===== src/hdl/assert_macros.svh =====
// Assertion helpers shared by the RTL.
`ifndef ASSERT_MACROS_SVH
`define ASSERT_MACROS_SVH

// Clocked assertion, disabled while reset is asserted (active low).
`define ASSERT_CLK(label, clk, rstn, prop, msg) \
    label: assert property (@(posedge clk) disable iff (!rstn) (prop)) \
        else $error(msg);

// Clocked assertion that is also checked during reset.
`define ASSERT_ALWAYS(label, clk, prop, msg) \
    label: assert property (@(posedge clk) (prop)) else $error(msg);

`endif


===== src/hdl/spq_pkg.sv =====
// ----------------------------------------------------------------------------
// spq_pkg
// Action codes and fixed field widths of the stable priority queue.
// ----------------------------------------------------------------------------
package spq_pkg;

    localparam int ACTION_BITS  = 3;
    localparam int PRIO_BITS    = 16;
    localparam int OUT_PL_BITS  = 32;
    localparam int COUNT_BITS   = 7;

    localparam logic [ACTION_BITS-1:0] ACT_INSERT     = 3'd0;
    localparam logic [ACTION_BITS-1:0] ACT_REMOVE     = 3'd1;
    localparam logic [ACTION_BITS-1:0] ACT_PEEK_FRONT = 3'd2;
    localparam logic [ACTION_BITS-1:0] ACT_PEEK_TAIL  = 3'd3;
    localparam logic [ACTION_BITS-1:0] ACT_CLEAR      = 3'd4;

endpackage


===== src/hdl/spq_ram.sv =====
// ----------------------------------------------------------------------------
// spq_ram
// Generic simple dual-port RAM: one write port, one read port, registered read.
// ----------------------------------------------------------------------------
module spq_ram #(
    parameter int WIDTH = 48,
    parameter int DEPTH = 64
) (
    input  logic                                   aclk,
    input  logic                                   we,
    input  logic [(DEPTH > 1 ? $clog2(DEPTH) : 1)-1:0] waddr,
    input  logic [WIDTH-1:0]                       wdata,
    input  logic [(DEPTH > 1 ? $clog2(DEPTH) : 1)-1:0] raddr,
    output logic [WIDTH-1:0]                       rdata
);

    logic [WIDTH-1:0] mem [DEPTH];
    logic [WIDTH-1:0] rdata_reg;

    always_ff @(posedge aclk) begin
        if (we) begin
            mem[waddr] <= wdata;
        end
        rdata_reg <= mem[raddr];
    end

    assign rdata = rdata_reg;

endmodule


===== src/hdl/stable_priority_queue.sv =====
// ----------------------------------------------------------------------------
// stable_priority_queue
// Sorted priority queue, highest priority first, stable for equal keys.
// ----------------------------------------------------------------------------
// Usage:
//   s_ channel takes one action per transfer (insert, remove front, peek front,
//   peek tail, clear) with priority and payload for inserts. m_ channel returns
//   one result per action: ok, entry priority/payload, count, empty flag.
//   Entries live in one RAM used as a circular buffer (head pointer + count).
//   Clear, failed actions and insert into an empty queue go straight to the
//   result register; remove/peek first pass through the RAM read state.
//   Insert walks from the tail toward the head, moving one entry per cycle,
//   until it reaches an entry not ranked below the new one, or the head.
//   One action is in flight at a time; s_ready is high only when idle.
//   Reset empties the queue; RAM contents are not cleared.
//   A stalled m_ready holds the result in the output register and the block
//   keeps the next result pending until that transfer completes.
// ----------------------------------------------------------------------------
`include "assert_macros.svh"

module stable_priority_queue #(
    parameter int DEPTH        = 64,
    parameter int PAYLOAD_BITS = 32
) (
    input  logic                                  aclk,
    input  logic                                  aresetn,
    input  logic                                  s_valid,
    output logic                                  s_ready,
    input  logic [spq_pkg::ACTION_BITS-1:0]       s_action,
    input  logic [spq_pkg::PRIO_BITS-1:0]         s_priority_req,
    input  logic [spq_pkg::OUT_PL_BITS-1:0]       s_payload,
    output logic                                  m_valid,
    input  logic                                  m_ready,
    output logic                                  m_ok,
    output logic [spq_pkg::PRIO_BITS-1:0]         m_out_priority,
    output logic [spq_pkg::OUT_PL_BITS-1:0]       m_out_payload,
    output logic [spq_pkg::COUNT_BITS-1:0]        m_count,
    output logic                                  m_empty_res
);

    localparam int AW = (DEPTH > 1) ? $clog2(DEPTH) : 1;
    localparam int CW = $clog2(DEPTH + 1);
    localparam int SB = (PAYLOAD_BITS < spq_pkg::OUT_PL_BITS) ?
                        PAYLOAD_BITS : spq_pkg::OUT_PL_BITS;
    localparam int PB = spq_pkg::PRIO_BITS;
    localparam int EW = PB + SB;

    typedef enum logic [2:0] {
        ST_IDLE,
        ST_READ,
        ST_INS,
        ST_INS_HEAD,
        ST_DONE
    } state_t;

    state_t           st_reg;
    logic [CW-1:0]    cnt_reg;
    logic [AW-1:0]    head_reg;
    logic [AW-1:0]    rd_ptr_reg;
    logic [AW-1:0]    k_reg;
    logic [PB-1:0]    new_prio_reg;
    logic [SB-1:0]    new_data_reg;
    logic             res_ok_reg;
    logic [PB-1:0]    res_prio_reg;
    logic [SB-1:0]    res_data_reg;

    logic             m_valid_reg;
    logic             m_ok_reg;
    logic [PB-1:0]    m_prio_reg;
    logic [spq_pkg::OUT_PL_BITS-1:0] m_data_reg;
    logic [spq_pkg::COUNT_BITS-1:0]  m_count_reg;
    logic             m_empty_reg;

    logic             ram_we;
    logic [AW-1:0]    ram_waddr;
    logic [EW-1:0]    ram_wdata;
    logic [AW-1:0]    ram_raddr;
    logic [EW-1:0]    ram_rdata;

    logic             accept;
    logic             is_empty;
    logic             is_full;
    logic [AW:0]      tail_sum;
    logic [AW-1:0]    tail_ptr;
    logic [AW-1:0]    head_inc;
    logic [AW-1:0]    rd_inc;
    logic [AW-1:0]    rd_dec;
    logic [PB-1:0]    rd_prio;
    logic             shift_down;
    logic             out_free;

    function automatic logic [AW-1:0] ptr_inc(input logic [AW-1:0] p);
        ptr_inc = (p == AW'(DEPTH - 1)) ? '0 : p + AW'(1);
    endfunction

    function automatic logic [AW-1:0] ptr_dec(input logic [AW-1:0] p);
        ptr_dec = (p == '0) ? AW'(DEPTH - 1) : p - AW'(1);
    endfunction

    assign s_ready  = (st_reg == ST_IDLE);
    assign accept   = s_valid && s_ready;
    assign is_empty = (cnt_reg == '0);
    assign is_full  = (cnt_reg == CW'(DEPTH));
    assign out_free = !m_valid_reg || m_ready;

    // tail = head + count - 1, wrapped once
    assign tail_sum = {1'b0, head_reg} + (AW+1)'(cnt_reg) - (AW+1)'(1);
    assign tail_ptr = (tail_sum >= (AW+1)'(DEPTH)) ?
                      AW'(tail_sum - (AW+1)'(DEPTH)) : AW'(tail_sum);
    assign head_inc = ptr_inc(head_reg);
    assign rd_inc   = ptr_inc(rd_ptr_reg);
    assign rd_dec   = ptr_dec(rd_ptr_reg);
    assign rd_prio  = ram_rdata[EW-1:SB];
    // stored entry ranks below the new one: move it one slot back
    assign shift_down = (rd_prio < new_prio_reg);

    always_comb begin
        ram_we    = 1'b0;
        ram_waddr = head_reg;
        ram_wdata = {new_prio_reg, new_data_reg};
        ram_raddr = head_reg;
        unique case (st_reg)
            ST_IDLE: begin
                if (accept && s_action == spq_pkg::ACT_INSERT && is_empty) begin
                    ram_we    = 1'b1;
                    ram_wdata = {s_priority_req, s_payload[SB-1:0]};
                end
                if (s_action == spq_pkg::ACT_PEEK_TAIL ||
                    s_action == spq_pkg::ACT_INSERT) begin
                    ram_raddr = tail_ptr;
                end
            end
            ST_INS: begin
                ram_we    = 1'b1;
                ram_waddr = rd_inc;
                ram_raddr = rd_dec;
                if (shift_down) begin
                    ram_wdata = ram_rdata;
                end
            end
            ST_INS_HEAD: begin
                ram_we    = 1'b1;
                ram_waddr = rd_ptr_reg;
            end
            default: begin
            end
        endcase
    end

    spq_ram #(
        .WIDTH (EW),
        .DEPTH (DEPTH)
    ) u_ram (
        .aclk  (aclk),
        .we    (ram_we),
        .waddr (ram_waddr),
        .wdata (ram_wdata),
        .raddr (ram_raddr),
        .rdata (ram_rdata)
    );

    always_ff @(posedge aclk) begin
        if (!aresetn) begin
            st_reg      <= ST_IDLE;
            cnt_reg     <= '0;
            head_reg    <= '0;
            m_valid_reg <= 1'b0;
        end else begin
            if (m_valid_reg && m_ready) begin
                m_valid_reg <= 1'b0;
            end
            unique case (st_reg)
                ST_IDLE: begin
                    if (accept) begin
                        new_prio_reg <= s_priority_req;
                        new_data_reg <= s_payload[SB-1:0];
                        res_ok_reg   <= 1'b0;
                        res_prio_reg <= '0;
                        res_data_reg <= '0;
                        st_reg       <= ST_DONE;
                        unique case (s_action)
                            spq_pkg::ACT_INSERT: begin
                                if (!is_full) begin
                                    res_ok_reg <= 1'b1;
                                    cnt_reg    <= cnt_reg + CW'(1);
                                    if (!is_empty) begin
                                        rd_ptr_reg <= tail_ptr;
                                        k_reg      <= AW'(cnt_reg - CW'(1));
                                        st_reg     <= ST_INS;
                                    end
                                end
                            end
                            spq_pkg::ACT_REMOVE: begin
                                if (!is_empty) begin
                                    res_ok_reg <= 1'b1;
                                    head_reg   <= head_inc;
                                    cnt_reg    <= cnt_reg - CW'(1);
                                    st_reg     <= ST_READ;
                                end
                            end
                            spq_pkg::ACT_PEEK_FRONT,
                            spq_pkg::ACT_PEEK_TAIL: begin
                                if (!is_empty) begin
                                    res_ok_reg <= 1'b1;
                                    st_reg     <= ST_READ;
                                end
                            end
                            spq_pkg::ACT_CLEAR: begin
                                res_ok_reg <= 1'b1;
                                cnt_reg    <= '0;
                            end
                            default: begin
                            end
                        endcase
                    end
                end
                ST_READ: begin
                    res_prio_reg <= rd_prio;
                    res_data_reg <= ram_rdata[SB-1:0];
                    st_reg       <= ST_DONE;
                end
                ST_INS: begin
                    if (!shift_down) begin
                        st_reg <= ST_DONE;
                    end else if (k_reg == '0) begin
                        st_reg <= ST_INS_HEAD;
                    end else begin
                        rd_ptr_reg <= rd_dec;
                        k_reg      <= k_reg - AW'(1);
                    end
                end
                ST_INS_HEAD: begin
                    st_reg <= ST_DONE;
                end
                ST_DONE: begin
                    if (out_free) begin
                        m_valid_reg <= 1'b1;
                        m_ok_reg    <= res_ok_reg;
                        m_prio_reg  <= res_prio_reg;
                        m_data_reg  <= spq_pkg::OUT_PL_BITS'(res_data_reg);
                        m_count_reg <= spq_pkg::COUNT_BITS'(cnt_reg);
                        m_empty_reg <= is_empty;
                        st_reg      <= ST_IDLE;
                    end
                end
                default: begin
                    st_reg <= ST_IDLE;
                end
            endcase
        end
    end

    assign m_valid        = m_valid_reg;
    assign m_ok           = m_ok_reg;
    assign m_out_priority = m_prio_reg;
    assign m_out_payload  = m_data_reg;
    assign m_count        = m_count_reg;
    assign m_empty_res    = m_empty_reg;

    `ASSERT_CLK(a_cnt_bound, aclk, aresetn, cnt_reg <= CW'(DEPTH), "entry count above depth")
    `ASSERT_CLK(a_one_in_flight, aclk, aresetn, accept |=> !s_ready, "second action taken while busy")
    `ASSERT_CLK(a_ins_walk, aclk, aresetn, (st_reg == ST_INS) |-> !is_empty, "insert walk on empty queue")

endmodule


===== config.mk =====
export PLATFORM = sky130hd
export DESIGN_NAME = stable_priority_queue
export DESIGN_NICKNAME = d
export VERILOG_FILES = /design/src/hdl/spq_pkg.sv /design/src/hdl/spq_ram.sv /design/src/hdl/stable_priority_queue.sv
export VERILOG_INCLUDE_DIRS = /design/src /design/src/hdl
export SDC_FILE = /design/constraint.sdc
export NUM_CORES = 2
export LEC_CHECK = 0
export BUFFER_PORTS_ARGS = -buffer_cell sky130_fd_sc_hd__buf_2
export CORE_ASPECT_RATIO = 1.1
export CORE_MARGIN = 2
export CORE_UTILIZATION = 35
export CTS_CLUSTER_SIZE = 20
export DETAILED_ROUTE_END_ITERATION = 7
export GPL_TIMING_DRIVEN = 0
export SYNTH_ARGS = -nofsm -noshare
export SYNTH_HDL_FRONTEND = slang
export SYNTH_SLANG_ARGS = --single-unit

===== constraint.sdc =====
create_clock -name aclk -period 6.1 [get_ports aclk]
set_clock_uncertainty 0.05 [all_clocks]
set_input_delay 0.305 -clock aclk [delete_from_list [all_inputs] [get_ports aclk]]
set_output_delay 0.305 -clock aclk [all_outputs]
set_load 0.005 [all_outputs]

==> impl_results.md <==
* Status: finished with violations
* Failing checks: setup timing
* Remaining global-route overflow at 0
* DR vias/cell at slightly below 6
* Detailed Route WL at roughly 420000 um
* Clock latency on the worst-skew pair at 0.97 ns
* CP startpoint: cnt_reg[0]
* Initial antenna violation count at 40
* Top_reg_cell synth: edfxtp_1
* Die ar. at 370000 um^2
* First-pass GRT wire length at ~570000 um
* Nets at approximately 7400
* Max_cap viols at 0
* Seq cells post-synth at 3303
* Antenna viol nets, final at 0
* Most common cell in the netlist: edfxtp_1
* Fmax achieved at 158 MHz
* Peak supply drop at ~0.34 mV
* Worst setup margin at -0.216 ns
* Commonest cells post-synth: edfxtp_1 (3238), nand2_1 (743), mux4_2 (581)
* Placer Congestion at 0.946
* Worst Path Buf+Inv at 7
* Port buffer count at 111
* Clock sink total at between 3000 and 4000
* IO Pins at about 110
* DR vias at 71745
* Sequential share of the synthesized area at 77.1%
* Post-Syn Area at 128000 um^2
* DR WL/cell at between 30 and 40 um
* Switching Fraction at 24.3%
* Share of cells above drive strength 1 at 22.6%
* CP Data Required Time at 6.89 ns
* Util after Layout at 41.4%
* Syn avg cell area at 19.4 um^2
* Final slew viol count at 0
* Switching pwr at 12.5 mW
* Synth top area share at 76.1%
* Mapped Cells at 6601
* Ranking of synthesized cells by area: edfxtp_1 (76%), mux4_2 (10%), nand2_1 (2.2%), mux2i_1 (2.1%), dfxtp_1 (1.0%)
* Setup WS pre-CTS at -1.02 ns
* Initial Utilization at 35.2%
* Flop pwr share at 49.9%
* Chip width at around 580 um
* Cts bufs inserted at 353
* Pwr Total at 51.4 mW
* Slew headroom at 2.85%
* R2R Path Start: cnt_reg[0]
* Dpl hpwl at around 290000 um
* CTS Root Cell: clkbuf_16
* Die H at 638 um
* Post-synth ARST share at 0%
* CTS tree: done
* Leakage at slightly below 50 nW
* Post-synth EDFFs at 3238
* Max reg flops at 3072
* Final Cell Area at 150000 um^2
* Final Hold Vio Count at 0
* FP Rows at 232
* Final period util at 104%
* Fin crit period at 6.32 ns
* Clock power frac at 40.0%
* Arrival @ worst endpoint at 7.11 ns
* Distinct cells, synth at 71
* Power density over the cells at 342 nW/um^2
* Core area at 363000 um^2
* Vias in the first global route at roughly 70000
* Yosys warns at 0
* Synthesis-to-finish area growth at 17.6%
* Placed cell areas at around 140000 um^2
* Syn nets at 6690
* Slowest-stage cell, CP: a22oi_1
* Tightest Hold Check Type: in -> reg
* Drt drc at 0
* Worst Setup End Kind: register
* H-tree levels at 5
* Crit start category: register
* Tightest Pin Transition at 1.46 ns
* Dominant cell type by area after synthesis: edfxtp_1
* Crit-path max FO at 10
* DR pass1 iterations at 8
* CP max stage delay at 0.80 ns
* 1st-iter DRT viols at 11943
* Logic pwr share at 10.1%
* Critical path's top delay family: buffers and inverters
* Max Root-Sink Buffers at 4
* CP Cell Sequence: inv_1 -> ha_1 -> inv_1 -> ha_1 -> inv_1 -> fa_1 -> nor4_1 -> nand3_1 -> and3_1 -> buf_2 -> buf_2 -> buf_2 -> clkdlybuf4s15_2 -> mux2i_1 -> a22oi_1 -> nand4_1 -> nor2_1
* Total track usage at around 22%
* CP Class: reg -> reg
* Hold_sp: s_payload[5]
* Final setup TNS at -0.675 ns
* Internal Power at 38.9 mW
* Clock-pin slew on the worst setup and hold paths at 0.06 ns
* Largest net degree at the start of global routing at 65
* Endpoints failing setup at 9
-- layout by cell type (no fill, tap or decap), drive strengths merged, types with 19 or more instances in the layout --
cell type	count
edfxtp	3238
nand2	743
clkbuf	643
mux4	581
buf	441
mux2i	264
nand3	202
nor2	165
clkinv	143
a32oi	111
nand4	66
dfxtp	65
dlygate4sd3	62
a21oi	62
o21ai	57
mux2	56
and2	55
a211o	50
inv	50
o221a	48
nor2b	46
o22ai	41
a31oi	36
ha	33
a22oi	30
bufinv	25
diode	23
nor3	23
o211ai	19
-- worst paths after layout --
path	end	slack (ns)	depth (start not counted)
worst max-delay path	u_ram.rdata[16]	-0.22	17
worst min-delay path	new_data_reg[5]	0.03	2
worst max register to register	u_ram.rdata[16]	-0.22	17
worst min register to register	m_out_payload[29]	0.36	0
-- metrics by stage --
step           hold slack, ns  instances
6_report               0.0348      12384
3_3_place_gp            0.357      11509
4_1_cts              0.000507      12360
5_1_grt                0.0208      12374
3_5_place_dp            0.355      11671
2_1_floorplan           0.350       6601
-- layer usage --
layer	global-route usage [%]	vias up	part of all wire, %
li1	-	28293	-
met1	28.8	37628	37
met2	34.5	4770	46
met3	4.88	1040	11
met4	13.8	14	7.1
met5	0	-	0.023
-- kinds of logic (layout without fill, tap and decap cells) --
group,after synthesis,in the layout,share of synthesized area (%)
mux,901,901,12.8
fa+ha+maj,34,34,0.339
flops,3303,3303,77.1
buf+inv,415,1378,1.44
compound gates,567,567,3.44
xor+xnor,23,23,0.158
other cells,0,23,0
simple gates,1358,1358,4.69
-- timing repair --
action,4_1_cts,5_1_grt
pin swaps,3,1
cloned,0,0
resized for setup,38,38
endpoints found under the hold margin,80,0
endpoints found under the setup margin,46,21
buffers inserted,0,0
hold buffers,62,0
-- power by group through the flow --
stage	logic [mW]	clock network, mW	registers, mW
final	5.20	20.5	25.6
after global routing	5.31	21.6	25.6
after CTS	5.06	20.7	25.6
after detailed placement	5.00	0	26.1
after global placement	4.82	0	26.1
after floorplan	2.64	0	25.9
-- worst register-to-register path, cell delays in order (launching register included) --
cell	delay, ns
dfxtp_1	0.53
inv_1	0.18
ha_1	0.23
inv_1	0.05
ha_1	0.18
inv_1	0.07
fa_1	0.59
nor4_1	0.07
nand3_1	0.12
and3_1	0.18
buf_2	0.30
buf_2	0.45
buf_2	0.53
clkdlybuf4s15_2	0.60
mux2i_1	0.21
a22oi_1	0.80
nand4_1	0.62
nor2_1	0.45
-- final cells by class --
type	count	area [um^2]
Sequential cell	3303	98500
Multi-Input combinational cell	2883	28400
Clock buffer	446	9380
Fill cell	31635	213000
Clock inverter	181	1500
Timing Repair Buffer	337	4510
Buffer	370	1770
Tap cell	4797	6000
Antenna cell	23	57.6
Inverter	44	165
(Power assumes the default switching activity.)
